--- src/design/gql_pkg.sv ---
// Shared types and constants for the glyph quad layout block.
// No dependencies; every other design file but gql_ram imports this package.
package gql_pkg;

    localparam int GLYPH_SLOTS = 128;
    localparam int SLOT_BITS   = $clog2(GLYPH_SLOTS);
    localparam int COUNT_BITS  = 14;

    localparam int CFG_IDX_W  = 3;
    localparam int CFG_DATA_W = 21;

    localparam logic [CFG_IDX_W-1:0] CFG_START_X    = 3'd0;
    localparam logic [CFG_IDX_W-1:0] CFG_START_Y    = 3'd1;
    localparam logic [CFG_IDX_W-1:0] CFG_SCALE_X    = 3'd2;
    localparam logic [CFG_IDX_W-1:0] CFG_SCALE_Y    = 3'd3;
    localparam logic [CFG_IDX_W-1:0] CFG_CELL_W     = 3'd4;
    localparam logic [CFG_IDX_W-1:0] CFG_CELL_H     = 3'd5;
    localparam logic [CFG_IDX_W-1:0] CFG_ATLAS_COLS = 3'd6;
    localparam logic [CFG_IDX_W-1:0] CFG_FIRST_CHAR = 3'd7;

    localparam logic [7:0] CODE_NEWLINE = 8'd10;
    localparam logic [7:0] CODE_SPACE   = 8'd32;
    localparam logic [7:0] CODE_TILDE   = 8'd126;

    // bit-serial divider: 17 quotient bits, divisor up to cols * cell size
    localparam int DIV_STEPS = 17;
    localparam int DIV_CNT_W = 5;
    localparam int DEN_W     = 13;
    localparam int NUM_W     = 16;

    // floor(2^37 / 125): x / 250 is done as (x >> 1) / 125
    localparam logic [30:0] RECIP_125   = 31'd1099511627;
    localparam int          RECIP_SHIFT = 37;

    typedef struct packed {
        logic signed [9:0] bx;
        logic signed [9:0] by;
        logic [9:0]        adv;
        logic [7:0]        w;
        logic [7:0]        h;
    } t_glyph;

    localparam int GLYPH_W = $bits(t_glyph);

    typedef struct packed {
        logic take;     // character request accepted
        logic wr;       // glyph table write accepted
        logic load;     // metrics valid, start index divide and positions
        logic tex_go;   // start the four texture divides
        logic out_adv;  // corner taken downstream
    } t_cmd;

    typedef struct packed {
        logic div_busy;
        logic pos_busy;
        logic last;
    } t_sts;

    typedef enum logic [4:0] {
        ST_IDLE = 5'b00001,
        ST_LOAD = 5'b00010,
        ST_DIVK = 5'b00100,
        ST_TEX  = 5'b01000,
        ST_EMIT = 5'b10000
    } t_state;

endpackage

--- src/design/gql_ctrl.sv ---
// Sequencer for the glyph quad layout block: handshakes and phase control.
// Uses gql_pkg; drives commands into gql_dp and reads its status.
module gql_ctrl import gql_pkg::*; (
    input  logic i_clk,
    input  logic i_rst_n,
    input  logic i_in_valid,
    input  logic i_func,
    input  logic i_out_stall,
    input  t_sts i_sts,
    output logic o_in_stall,
    output logic o_out_valid,
    output t_cmd o_cmd
);

    t_state r_state;
    t_state n_state;

    always_comb begin
        n_state     = r_state;
        o_cmd       = '0;
        o_in_stall  = 1'b1;
        o_out_valid = 1'b0;
        case (r_state)
            ST_IDLE: begin
                o_in_stall = 1'b0;
                if (i_in_valid) begin
                    if (i_func) begin
                        o_cmd.take = 1'b1;
                        n_state    = ST_LOAD;
                    end else begin
                        o_cmd.wr = 1'b1;
                    end
                end
            end
            ST_LOAD: begin
                o_cmd.load = 1'b1;
                n_state    = ST_DIVK;
            end
            ST_DIVK: begin
                if (!i_sts.div_busy) begin
                    o_cmd.tex_go = 1'b1;
                    n_state      = ST_TEX;
                end
            end
            ST_TEX: begin
                if (!i_sts.div_busy && !i_sts.pos_busy) begin
                    n_state = ST_EMIT;
                end
            end
            ST_EMIT: begin
                o_out_valid = 1'b1;
                if (!i_out_stall) begin
                    o_cmd.out_adv = 1'b1;
                    if (i_sts.last) begin
                        n_state = ST_IDLE;
                    end
                end
            end
            default: begin
                n_state = ST_IDLE;
            end
        endcase
    end

    always_ff @(posedge i_clk) begin
        if (!i_rst_n) begin
            r_state <= ST_IDLE;
        end else begin
            r_state <= n_state;
        end
    end

endmodule

--- config.mk ---
export PLATFORM = sky130hd
export DESIGN_NAME = gql_ctrl
export DESIGN_NICKNAME = d
export VERILOG_FILES = /design/src/design/gql_pkg.sv /design/src/design/gql_ctrl.sv
export SDC_FILE = /design/constraint.sdc
export NUM_CORES = 1
export LEC_CHECK = 0
export BUFFER_PORTS_ARGS = -buffer_cell sky130_fd_sc_hd__buf_2
export CORE_AREA = 5 5 42 44
export DETAILED_ROUTE_END_ITERATION = 8
export DIE_AREA = 0 0 47 49
export GPL_ROUTABILITY_DRIVEN = 0
export PLACE_DENSITY = 0.48
export SLEW_MARGIN = 20
export SYNTH_ARGS = -nofsm -noshare
export SYNTH_HDL_FRONTEND = slang
export SYNTH_SLANG_ARGS = --single-unit
--- constraint.sdc ---
create_clock -name i_clk -period 3.7 [get_ports i_clk]
set_input_delay 0.185 -clock i_clk [delete_from_list [all_inputs] [get_ports i_clk]]
set_output_delay 0.185 -clock i_clk [all_outputs]
set_load 0.01 [all_outputs]
==> PnR_summary.wiki, run 1 <==
{| class="wikitable"
! Metric !! Value
|-
| Run status || complete, no violations
|-
| Core outline area || 1400 um^2
|-
| Starting density of the core || 0.261
|-
| Core Util, Final || 0.330
|-
| Final worst clock skew || 0.00113 ns
|-
| Count of max-cap constraint violations || 0
|-
| Sequential cell area fraction in the yosys report || 0.274
|-
| Top_reg_cell synth || sky130_fd_sc_hd__dfxtp_1
|-
| P_sw || 0.0739 mW
|-
| Starting DRC count in detailed routing || 3
|-
| PortBufs || 14
|-
| Clock net sink count || 5
|-
| Number of enable flip-flop cells after synthesis || 0
|-
| Arrival time at the worst endpoint || 1.48 ns
|-
| Max FFs per register || 5
|-
| Post-synthesis register bit count || 5
|-
| Hold-fix buffer count after cts || 0
|-
| Setup Total Neg Slack || 0 ns
|-
| Count of H-tree levels built during CTS || 1
|-
| Maximum number of pins on one net before global-route repair || 11
|-
| Antenna violation net count after detailed routing || 0
|-
| Max Clk Rate || 602 MHz
|-
| Vias after detailed routing || 361
|-
| Crit path launch type || flip-flop
|-
| Endpoint of the lowest-slack register-to-register path || r_state[0]$_SDFFE_PN1P_
|-
| Total wirelength of the detailed-routed design || 787 um
|-
| TritonCTS clock tree || done
|-
| Site Rows || 14
|-
| Most frequently used cell type in the post-synthesis netlist || sky130_fd_sc_hd__nor2_1
|-
| Max-slew violations || 0
|-
| Combinational group share of total power || 0.359
|-
| Warnings from Yosys || 0
|-
| Period utilisation layout || 0.449
|-
| Number of placed cells counting well taps || 73
|-
| Register containing the most flip-flops in the final layout || r_state
|-
| Leakage component of the power || 0.231 nW
|-
| Number of setup violations in the final report || 0
|-
| Worst hold path endpoint || r_state[0]$_SDFFE_PN1P_
|-
| Count of inserted antenna diode cells || 0
|-
| Routed WL per cell || 10.2 um
|-
| Post-route non-filler standard cell count || 77
|-
| Sequential Power Share || 0.344
|-
| Flop-to-flop setup slack || 2.29 ns
|-
| Number of cells upsized or downsized after cts || 0
|-
| Synth area leaders || sky130_fd_sc_hd__dfxtp_1 (27%), sky130_fd_sc_hd__and3_1 (8.6%), sky130_fd_sc_hd__nor2_1 (7.2%)
|-
| Transition time at the pin with the least slew margin || 0.452 ns
|-
| Share of the synthesized area in the top cell type || 0.274
|-
| Unrepaired setup endpoints after global routing || false
|-
| First drt pass iteration count || 4
|-
| Layout overhead on the synthesized area || 26.7%
|-
| Internal power summed over all cells || 0.139 mW
|-
| Clock-pin slew reported for the worst setup and hold paths after clock tree synthesis || 0.04 ns
|-
| Drt via density || 4.69
|-
| Cell type with the largest total area after synthesis || sky130_fd_sc_hd__dfxtp_1
|-
| DRC violations left || 0
|-
| Net count, final || 70
|-
| Proportion of synthesized flip-flops having asynchronous set or reset || 0
|-
| Insertion delay to the later sink of the worst-skew pair || 0.24 ns
|-
| Most frequent cells after synthesis || sky130_fd_sc_hd__nor2_1 (7), sky130_fd_sc_hd__and3_1 (5), sky130_fd_sc_hd__dfxtp_1 (5)
|-
| Crit path max fanout || 10
|-
| Cell count after synthesis || 45
|-
| Congestion Overflow GR || 0
|-
| Peak VDD IR || 0.159 mV
|-
| M1 wire length || 377 um
|-
| Min-Delay Path Depth || 2
|-
| Min-delay src || i_rst_n
|-
| Category of the critical setup timing path || reg -> out
|-
| Post-synth cell types || 25
|-
| CP required || 3.51 ns
|-
| Total nets after synthesis || 53
|-
| Length of routed met2 wiring || 333 um
|-
| Buffers inserted during post-CTS setup optimization || 0
|-
| Final Hold Viols || 0
|-
| Worst max-slew margin expressed relative to the limit || 0.696
|-
| Largest registers || r_state x5
|-
| Clock tree root driver cell || sky130_fd_sc_hd__clkbuf_4
|-
| Power per standard cell area || 459 nW/um^2
|-
| Period minus WS final || 1.66 ns
|-
| Cell area after synthesis || 365 um^2
|-
| Average cell area after synthesis || 8.12 um^2
|-
| Post-Place Setup Slack || 2.28 ns
|-
| Number of antenna violations at the first check in global routing || 0
|-
| Clock network fraction of total power || 0.297
|-
| Post-detailed-placement cell area || 437 um^2
|-
| Wire length of the first global-routing pass || 1310 um
|-
| Type of the worst min-delay path || in -> reg
|-
| DIE WIDTH || 47 um
|-
| Floorplan die height || 49 um
|-
| Highest routed metal layer || met4
|-
| Number of placed I/O pins || 15
|-
| Total global routing track utilization || 0.0796
|-
| Cts bufs inserted || 3
|-
| Area of all placed cells without fillers || 463 um^2
|-
| Dpl hpwl || 628 um
|-
| Path depth of the worst reg2reg path || 4
|-
| Via count of the first global-routing pass || 318
|-
| Power after layout || 0.213 mW
|-
| Type of element capturing the critical path || output pin
|-
| Maximum count of clock buffers along a single path || 2
|-
| Worst Hold Margin || 0.170 ns
|-
| Layout cells sized above 1 || 0.393
|-
| Net switching share of the total power || 0.348
|-
| Launching point of the worst reg2reg path || r_state[2]$_SDFFE_PN0P_
|-
| Area enclosed by the die boundary || 2300 um^2
|-
| Met3 wirelength from detailed routing || 64 um
|-
| Crit path setup slack, layout || 2.04 ns
|}
cell type report:
class | instances | area, um^2
clock buffer | 4 | 26.3
fill | 173 | 938
inverter | 2 | 7.51
multi-input combinational | 36 | 239
sequential | 5 | 100
tap | 16 | 20.0
timing repair buffer | 14 | 70.1
logic make-up (layout without fill, tap and decap cells):
family,count (synthesis),after routing,share of synthesized area
flops,5,5,0.274
buf+inv,4,20,0.0719
compound gates,10,10,0.195
xor+xnor,1,1,0.0240
simple gates,25,25,0.435
worst max path at each step:
stage	startpoint	endpoint	depth (start not counted)	slack (ns)
6_report	r_state[2]$_SDFFE_PN0P_	o_cmd[0]	4	2.04
5_1_grt	r_state[2]$_SDFFE_PN0P_	o_cmd[0]	4	1.94
4_1_cts	r_state[2]$_SDFFE_PN0P_	o_cmd[0]	4	2.02
3_5_place_dp	r_state[2]$_SDFFE_PN0P_	r_state[0]$_SDFFE_PN1P_	4	2.28
3_3_place_gp	r_state[0]$_SDFFE_PN1P_	r_state[0]$_SDFFE_PN1P_	4	2.28
2_1_floorplan	r_state[2]$_SDFFE_PN0P_	r_state[0]$_SDFFE_PN1P_	5	2.27
power groups by stage:
stage	clock network [mW]	logic (mW)	registers, mW
detailed placement	0	0.0771	0.0740
global route	0.0688	0.0884	0.0745
global placement	0	0.0776	0.0743
floorplan	0	0.0573	0.0703
CTS	0.0663	0.0775	0.0731
finish	0.0631	0.0764	0.0731
cells in the final DEF (no fill, tap or decap):
cell | synthesis | layout
sky130_fd_sc_hd__nor2b_1 | 1 | 1
sky130_fd_sc_hd__xor2_1 | 1 | 1
sky130_fd_sc_hd__o311ai_1 | 1 | 1
sky130_fd_sc_hd__inv_1 | 2 | 2
sky130_fd_sc_hd__and3_2 | 1 | 1
sky130_fd_sc_hd__nor3b_4 | 1 | 1
sky130_fd_sc_hd__nand2_1 | 3 | 3
sky130_fd_sc_hd__o211ai_1 | 1 | 1
sky130_fd_sc_hd__nor3_1 | 1 | 1
sky130_fd_sc_hd__and2b_2 | 1 | 1
sky130_fd_sc_hd__nand3b_1 | 1 | 1
sky130_fd_sc_hd__nor2_1 | 7 | 7
sky130_fd_sc_hd__o21ai_0 | 3 | 3
sky130_fd_sc_hd__nand2b_1 | 1 | 1
sky130_fd_sc_hd__a21boi_2 | 1 | 1
sky130_fd_sc_hd__and4b_2 | 1 | 1
sky130_fd_sc_hd__and3_1 | 5 | 5
sky130_fd_sc_hd__clkbuf_1 | 0 | 1
sky130_fd_sc_hd__o21a_1 | 2 | 2
sky130_fd_sc_hd__a31oi_1 | 1 | 1
sky130_fd_sc_hd__clkbuf_4 | 0 | 3
sky130_fd_sc_hd__or3_4 | 1 | 1
sky130_fd_sc_hd__buf_2 | 0 | 14
sky130_fd_sc_hd__a21boi_0 | 1 | 1
sky130_fd_sc_hd__dfxtp_1 | 5 | 5
sky130_fd_sc_hd__and2_2 | 1 | 1
worst max-delay path, cell delays in order, from the launching register on:
cell	delay, ns
sky130_fd_sc_hd__dfxtp_1	0.39
sky130_fd_sc_hd__or3_4	0.37
sky130_fd_sc_hd__nor3b_4	0.21
sky130_fd_sc_hd__and2_2	0.15
sky130_fd_sc_hd__buf_2	0.12
routing by layer:
| layer | up-vias | track usage |
|---|---|---|
| met5 | - | 0 |
| met4 | 0 | 0.0691 |
| met3 | 2 | 0.0221 |
| met2 | 11 | 0.0950 |
| met1 | 159 | 0.110 |
| li1 | 189 | - |
Note: power is estimated with default switching activity, not from simulation.
==> run 2, diff against run 1 <==
Settings changed: PLACE_DENSITY 0.48 to 0.5.
Clock period 3.7 ns to 1.5 ns, I/O delays scaled along.
==> PnR_summary.wiki, run 2 (same netlist as run 1, synthesis figures left out) <==
{| class="wikitable"
! Metric !! Value
|-
| Count of inserted antenna diode cells || 0 (unchanged)
|-
| Type of the worst min-delay path || in -> reg
|-
| Drt via density || 4.73 (+0.78%)
|-
| Met3 wirelength from detailed routing || 23 um (-64%)
|-
| Starting density of the core || 0.261 (unchanged)
|-
| Run status || complete, no violations
|-
| Post-Place Setup Slack || 0.0962 ns (-2.18 ns)
|-
| Power after layout || 0.553 mW (+160%)
|-
| Category of the critical setup timing path || reg -> out
|-
| Maximum number of pins on one net before global-route repair || 10 (-1)
|-
| Number of setup violations in the final report || 0 (unchanged)
|-
| Max-slew violations || 0 (unchanged)
|-
| Clock-pin slew reported for the worst setup and hold paths after clock tree synthesis || 0.05 ns (about the same)
|-
| List of cells traversed by the critical path || or3_4, nor3b_4, and2_4, buf_6
|-
| Total global routing track utilization || 0.0839 (+0.00429)
|-
| Site Rows || 14 (unchanged)
|-
| Transition time at the pin with the least slew margin || 0.206 ns (-0.246 ns)
|-
| CP required || 1.42 ns (-2.09 ns)
|-
| Net count, final || 73 (+4.3%)
|-
| Number of antenna violations at the first check in global routing || 0 (unchanged)
|-
| Cell class contributing the biggest share of worst-path delay || simple AND/OR/NAND/NOR gates
|-
| Layout cells sized above 1 || 0.469 (+0.0753)
|-
| Standard cell with the maximum stage delay on the critical path || sky130_fd_sc_hd__or3_4
|-
| Largest registers || r_state x5
|-
| Length of routed met2 wiring || 442 um (+33%)
|-
| TritonCTS clock tree || done
|-
| DRC violations left || 0 (unchanged)
|-
| Unrepaired setup endpoints after global routing || true
|-
| Register containing the most flip-flops in the final layout || r_state
|-
| Combined buffer and inverter count along the critical path || 1 (unchanged)
|-
| Via count of the first global-routing pass || 339 (+6.6%)
|-
| Vias after detailed routing || 378 (+4.7%)
|-
| Floorplan die height || 49 um (unchanged)
|-
| Layout overhead on the synthesized area || 36.0%
|-
| Cts bufs inserted || 3 (unchanged)
|-
| Most frequent standard cell in the layout excluding fill and tap cells || sky130_fd_sc_hd__buf_2
|-
| Highest routed metal layer || met4
|-
| Antenna violation net count after detailed routing || 0 (unchanged)
|-
| PortBufs || 14 (unchanged)
|-
| Core outline area || 1400 um^2 (unchanged)
|-
| Clock net sink count || 5 (unchanged)
|-
| Total wirelength of the detailed-routed design || 838 um (+6.5%)
|-
| Max FFs per register || 5 (unchanged)
|-
| Insertion delay to the later sink of the worst-skew pair || 0.24 ns (about the same)
|-
| Crit path max fanout || 3 (-7)
|-
| Dpl hpwl || 677 um (+7.7%)
|-
| Crit path setup slack, layout || 0.0332 ns (-2.01 ns)
|-
| Count of H-tree levels built during CTS || 1 (unchanged)
|-
| Arrival time at the worst endpoint || 1.39 ns (-0.09 ns)
|-
| Count of max-cap constraint violations || 0 (unchanged)
|-
| First drt pass iteration count || 4 (unchanged)
|-
| Number of placed I/O pins || 15 (unchanged)
|-
| Worst path max stage delay || 0.40 ns (about the same)
|-
| Leakage component of the power || 0.250 nW (+8.0%)
|-
| Power per standard cell area || 1110 nW/um^2 (+140%)
|-
| M1 wire length || 356 um (-5.6%)
|-
| Clock tree root driver cell || sky130_fd_sc_hd__clkbuf_4
|-
| Starting DRC count in detailed routing || 7 (+4)
|-
| Period minus WS final || 1.47 ns
|-
| Core Util, Final || 0.354 (+0.0241)
|-
| Routed WL per cell || 10.5 um (+2.5%)
|-
| Most frequent cells in the layout || sky130_fd_sc_hd__buf_2 (13), sky130_fd_sc_hd__nor2_1 (7), sky130_fd_sc_hd__and3_1 (4)
|-
| Worst max-slew margin expressed relative to the limit || 0.860 (+0.164)
|-
| Hold-fix buffer count after cts || 0 (unchanged)
|-
| Maximum count of clock buffers along a single path || 2 (unchanged)
|-
| Crit path launch type || flip-flop
|-
| Congestion Overflow GR || 0 (unchanged)
|-
| Max Clk Rate || 682 MHz
|-
| DIE WIDTH || 47 um (unchanged)
|-
| Wire length of the first global-routing pass || 1410 um (+7.3%)
|-
| Type of element capturing the critical path || output pin
|-
| Final worst clock skew || 0.00566 ns (+0.00453 ns)
|-
| Area enclosed by the die boundary || 2300 um^2 (unchanged)
|-
| Final Hold Viols || 0 (unchanged)
|-
| Peak VDD IR || 0.482 mV (+200%)
|-
| Period utilisation layout || 0.978
|-
| Setup Total Neg Slack || 0 ns (unchanged)
|}
==> run 2: cell count changes in the layout (fill, tap and decap cells not counted) <==
cell	change
sky130_fd_sc_hd__and3_1	-1
sky130_fd_sc_hd__and2_2	-1
sky130_fd_sc_hd__and3_2	+1
sky130_fd_sc_hd__buf_2	-1
sky130_fd_sc_hd__buf_6	+1
sky130_fd_sc_hd__and2_4	+1
sky130_fd_sc_hd__dfxtp_2	+2
sky130_fd_sc_hd__buf_4	+3
sky130_fd_sc_hd__dfxtp_1	-2
==> run 2: worst paths after layout <==
check	start	endpoint	slack, ns	cells past startpoint
setup / recovery	r_state[2]$_SDFFE_PN0P_	o_cmd[0]	0.03	4
hold / removal	i_rst_n	r_state[0]$_SDFFE_PN1P_	0.05	2
setup reg to reg	r_state[2]$_SDFFE_PN0P_	r_state[0]$_SDFFE_PN1P_	0.17	4
hold reg to reg	r_state[3]$_SDFFE_PN0P_	r_state[3]$_SDFFE_PN0P_	0.61	2
==> run 2: layout make-up <==
type                            count  area, um^2
Tap cell                           16        20.0
Multi-Input combinational cell     36         241
Inverter                            2        7.51
Fill cell                         169         905
Clock buffer                        4        26.3
Sequential cell                     5         103
Timing Repair Buffer               17        98.8
==> run 2: where the power goes <==
part / total (mW) / switching, mW / internal, mW
logic: 0.227 / 0.114 / 0.113
registers: 0.170 / 0.0155 / 0.154
clock network: 0.157 / 0.0561 / 0.101
==> run 2: repair_timing <==
| item | CTS | global route |
|---|---|---|
| buffers inserted | 0 | 0 |
| cloned | 0 | 0 |
| setup endpoints to repair | 1 | 3 |
| pin swaps | 3 | 0 |
| gates resized for setup | 3 | 2 |
==> run 2: layer usage <==
| layer | vias to the layer above | track usage |
|---|---|---|
| met5 | - | 0 |
| li1 | 196 | - |
| met4 | 0 | 0.0553 |
| met2 | 6 | 0.118 |
| met1 | 174 | 0.106 |
| met3 | 2 | 0.0258 |
==> run 2: per-stage QoR <==
step                std cells  hold slack [ns]  instance area (um^2)
finish                     80           0.0516                   497
CTS                        80           0.0441                   494
detailed placement         76            0.304                   459
global placement           76            0.306                   459
global route               80           0.0583                   497
floorplan                  45            0.153                   365
==> run 3, diff against run 2 <==
Settings changed: MAX_ROUTING_LAYER set to met4.
==> PnR_summary.wiki, run 3 (same netlist as run 1, synthesis figures left out) <==
{| class="wikitable"
! Metric !! Value
|-
| Run status || complete, no violations
|-
| Busiest grt layer || met2
|-
| Drt via density || 4.73 (unchanged)
|-
| Unrepaired setup endpoints after global routing || true
|-
| Total global routing track utilization || 0.0860 (+0.00212)
|-
| Sequential cell area || 103 um^2 (unchanged)
|-
| Max Clk Rate || 682 MHz (unchanged)
|-
| Clock tree root driver cell || sky130_fd_sc_hd__clkbuf_4
|-
| Area enclosed by the die boundary || 2300 um^2 (unchanged)
|-
| Combined buffer and inverter count along the critical path || 1 (unchanged)
|-
| Crit path max fanout || 3 (unchanged)
|-
| Worst max-slew margin expressed relative to the limit || 0.860 (unchanged)
|-
| Number of placed I/O pins || 15 (unchanged)
|-
| Starting DRC count in detailed routing || 7 (unchanged)
|-
| Period utilisation layout || 0.978 (unchanged)
|-
| Met3 track demand over resource || 0.0221 (-0.00369)
|-
| Count of inserted antenna diode cells || 0 (unchanged)
|-
| Maximum count of clock buffers along a single path || 2 (unchanged)
|-
| Met2 usage in global routing || 0.118 (unchanged)
|-
| PortBufs || 14 (unchanged)
|-
| Peak VDD IR || 0.482 mV (about the same)
|-
| Most frequent standard cell in the layout excluding fill and tap cells || sky130_fd_sc_hd__buf_2
|-
| Max-slew violations || 0 (unchanged)
|-
| Net count, final || 73 (unchanged)
|-
| Worst Hold Margin || 0.0516 ns (unchanged)
|-
| Antenna violation net count after detailed routing || 0 (unchanged)
|-
| Arrival time at the worst endpoint || 1.39 ns (about the same)
|-
| Cell class contributing the biggest share of worst-path delay || simple AND/OR/NAND/NOR gates
|-
| Register containing the most flip-flops in the final layout || r_state
|-
| Vias after detailed routing || 378 (unchanged)
|-
| Starting density of the core || 0.261 (unchanged)
|-
| Congestion Overflow GR || 0 (unchanged)
|-
| Power per standard cell area || 1110 nW/um^2 (about the same)
|-
| Most frequent cells in the layout || sky130_fd_sc_hd__buf_2 (13), sky130_fd_sc_hd__nor2_1 (7), sky130_fd_sc_hd__and3_1 (4)
|-
| Period minus WS final || 1.47 ns (unchanged)
|-
| CP required || 1.42 ns (about the same)
|-
| Insertion delay to the later sink of the worst-skew pair || 0.24 ns (about the same)
|-
| Hold-fix buffer count after cts || 0 (unchanged)
|-
| Count of max-cap constraint violations || 0 (unchanged)
|-
| Clock-pin slew reported for the worst setup and hold paths after clock tree synthesis || 0.05 ns (about the same)
|-
| Routed WL per cell || 10.5 um (unchanged)
|-
| Type of element capturing the critical path || output pin
|-
| Final worst clock skew || 0.00566 ns (unchanged)
|-
| Wire length of the first global-routing pass || 1410 um (unchanged)
|-
| Standard cell with the maximum stage delay on the critical path || sky130_fd_sc_hd__or3_4
|-
| Maximum number of pins on one net before global-route repair || 10 (unchanged)
|-
| Area of the multi-input gates || 241 um^2 (unchanged)
|-
| Site Rows || 14 (unchanged)
|-
| Largest registers || r_state x5
|-
| Max FFs per register || 5 (unchanged)
|-
| Leakage component of the power || 0.250 nW (unchanged)
|-
| Dpl hpwl || 677 um (unchanged)
|-
| Global routing usage on met1 || 0.108 (+0.00221)
|-
| Core Util, Final || 0.354 (unchanged)
|-
| Buffers inserted during post-CTS setup optimization || 0 (unchanged)
|-
| Core outline area || 1400 um^2 (unchanged)
|-
| Final Hold Viols || 0 (unchanged)
|-
| DRC violations left || 0 (unchanged)
|-
| Cts bufs inserted || 3 (unchanged)
|-
| List of cells traversed by the critical path || or3_4, nor3b_4, and2_4, buf_6
|-
| Clock net sink count || 5 (unchanged)
|-
| Transition time at the pin with the least slew margin || 0.206 ns (unchanged)
|-
| DIE WIDTH || 47 um (unchanged)
|-
| Number of antenna violations at the first check in global routing || 0 (unchanged)
|-
| Layout cells sized above 1 || 0.469 (unchanged)
|-
| Number of setup violations in the final report || 0 (unchanged)
|-
| Layout overhead on the synthesized area || 36.0% (unchanged)
|-
| Crit path launch type || flip-flop
|-
| Filler cell count in the final layout || 169 (unchanged)
|-
| Category of the critical setup timing path || reg -> out
|-
| Floorplan die height || 49 um (unchanged)
|-
| First drt pass iteration count || 4 (unchanged)
|-
| TritonCTS clock tree || done
|-
| Via count of the first global-routing pass || 339 (unchanged)
|-
| Worst path max stage delay || 0.40 ns (about the same)
|-
| Count of H-tree levels built during CTS || 1 (unchanged)
|-
| Total wirelength of the detailed-routed design || 838 um (unchanged)
|-
| Type of the worst min-delay path || in -> reg
|}
## run 3: cell counts in the layout (fill, tap and decap cells not counted)
No cell type changed its count.
## run 3: cell type report
type,instances,share of cell area
Multi-Input combinational cell,36,0.486
Timing Repair Buffer,17,0.199
Sequential cell,5,0.207
Tap cell,16,0.0403
Inverter,2,0.0151
Clock buffer,4,0.0529
## run 3: what timing repair did
| item | 4_1_cts | 5_1_grt |
|---|---|---|
| pin swaps | 3 | 0 |
| cloned | 0 | 0 |
| gates resized for setup | 3 | 2 |
| endpoints found under the hold margin | 0 | 0 |
| endpoints found under the setup margin | 1 | 3 |
## run 3: power breakdown
| part | total (mW) | switching, mW | internal [mW] |
|---|---|---|---|
| registers | 0.170 | 0.0155 | 0.154 |
| logic | 0.227 | 0.114 | 0.113 |
| clock network | 0.157 | 0.0561 | 0.101 |
## run 3: routing by layer
metal	part of all wire	vias up
met1	0.43	174
li1	-	196
met2	0.53	6
met5	0	-
met4	0.020	0
met3	0.020	2
## run 3: final timing paths
| check | from | end | slack (ns) | depth (start not counted) |
|---|---|---|---|---|
| min | i_rst_n | r_state[0]$_SDFFE_PN1P_ | 0.05 | 2 |
| min reg2reg | r_state[3]$_SDFFE_PN0P_ | r_state[3]$_SDFFE_PN0P_ | 0.61 | 2 |
| max reg2reg | r_state[2]$_SDFFE_PN0P_ | r_state[0]$_SDFFE_PN1P_ | 0.17 | 4 |
| max | r_state[2]$_SDFFE_PN0P_ | o_cmd[0] | 0.03 | 4 |
## run 3: metrics by stage
stage | worst slack [ns] | std cells | TNS, ns | total power, mW | cell area [um^2]
after floorplan | 0.0694 | 45 | 0 | 0.315 | 365
after global placement | 0.116 | 76 | 0 | 0.399 | 459
after detailed placement | 0.0962 | 76 | 0 | 0.399 | 459
after CTS | 0.00286 | 80 | 0 | 0.564 | 494
after global routing | -0.0477 | 80 | -0.0477 | 0.599 | 497
final | 0.0332 | 80 | 0 | 0.553 | 497
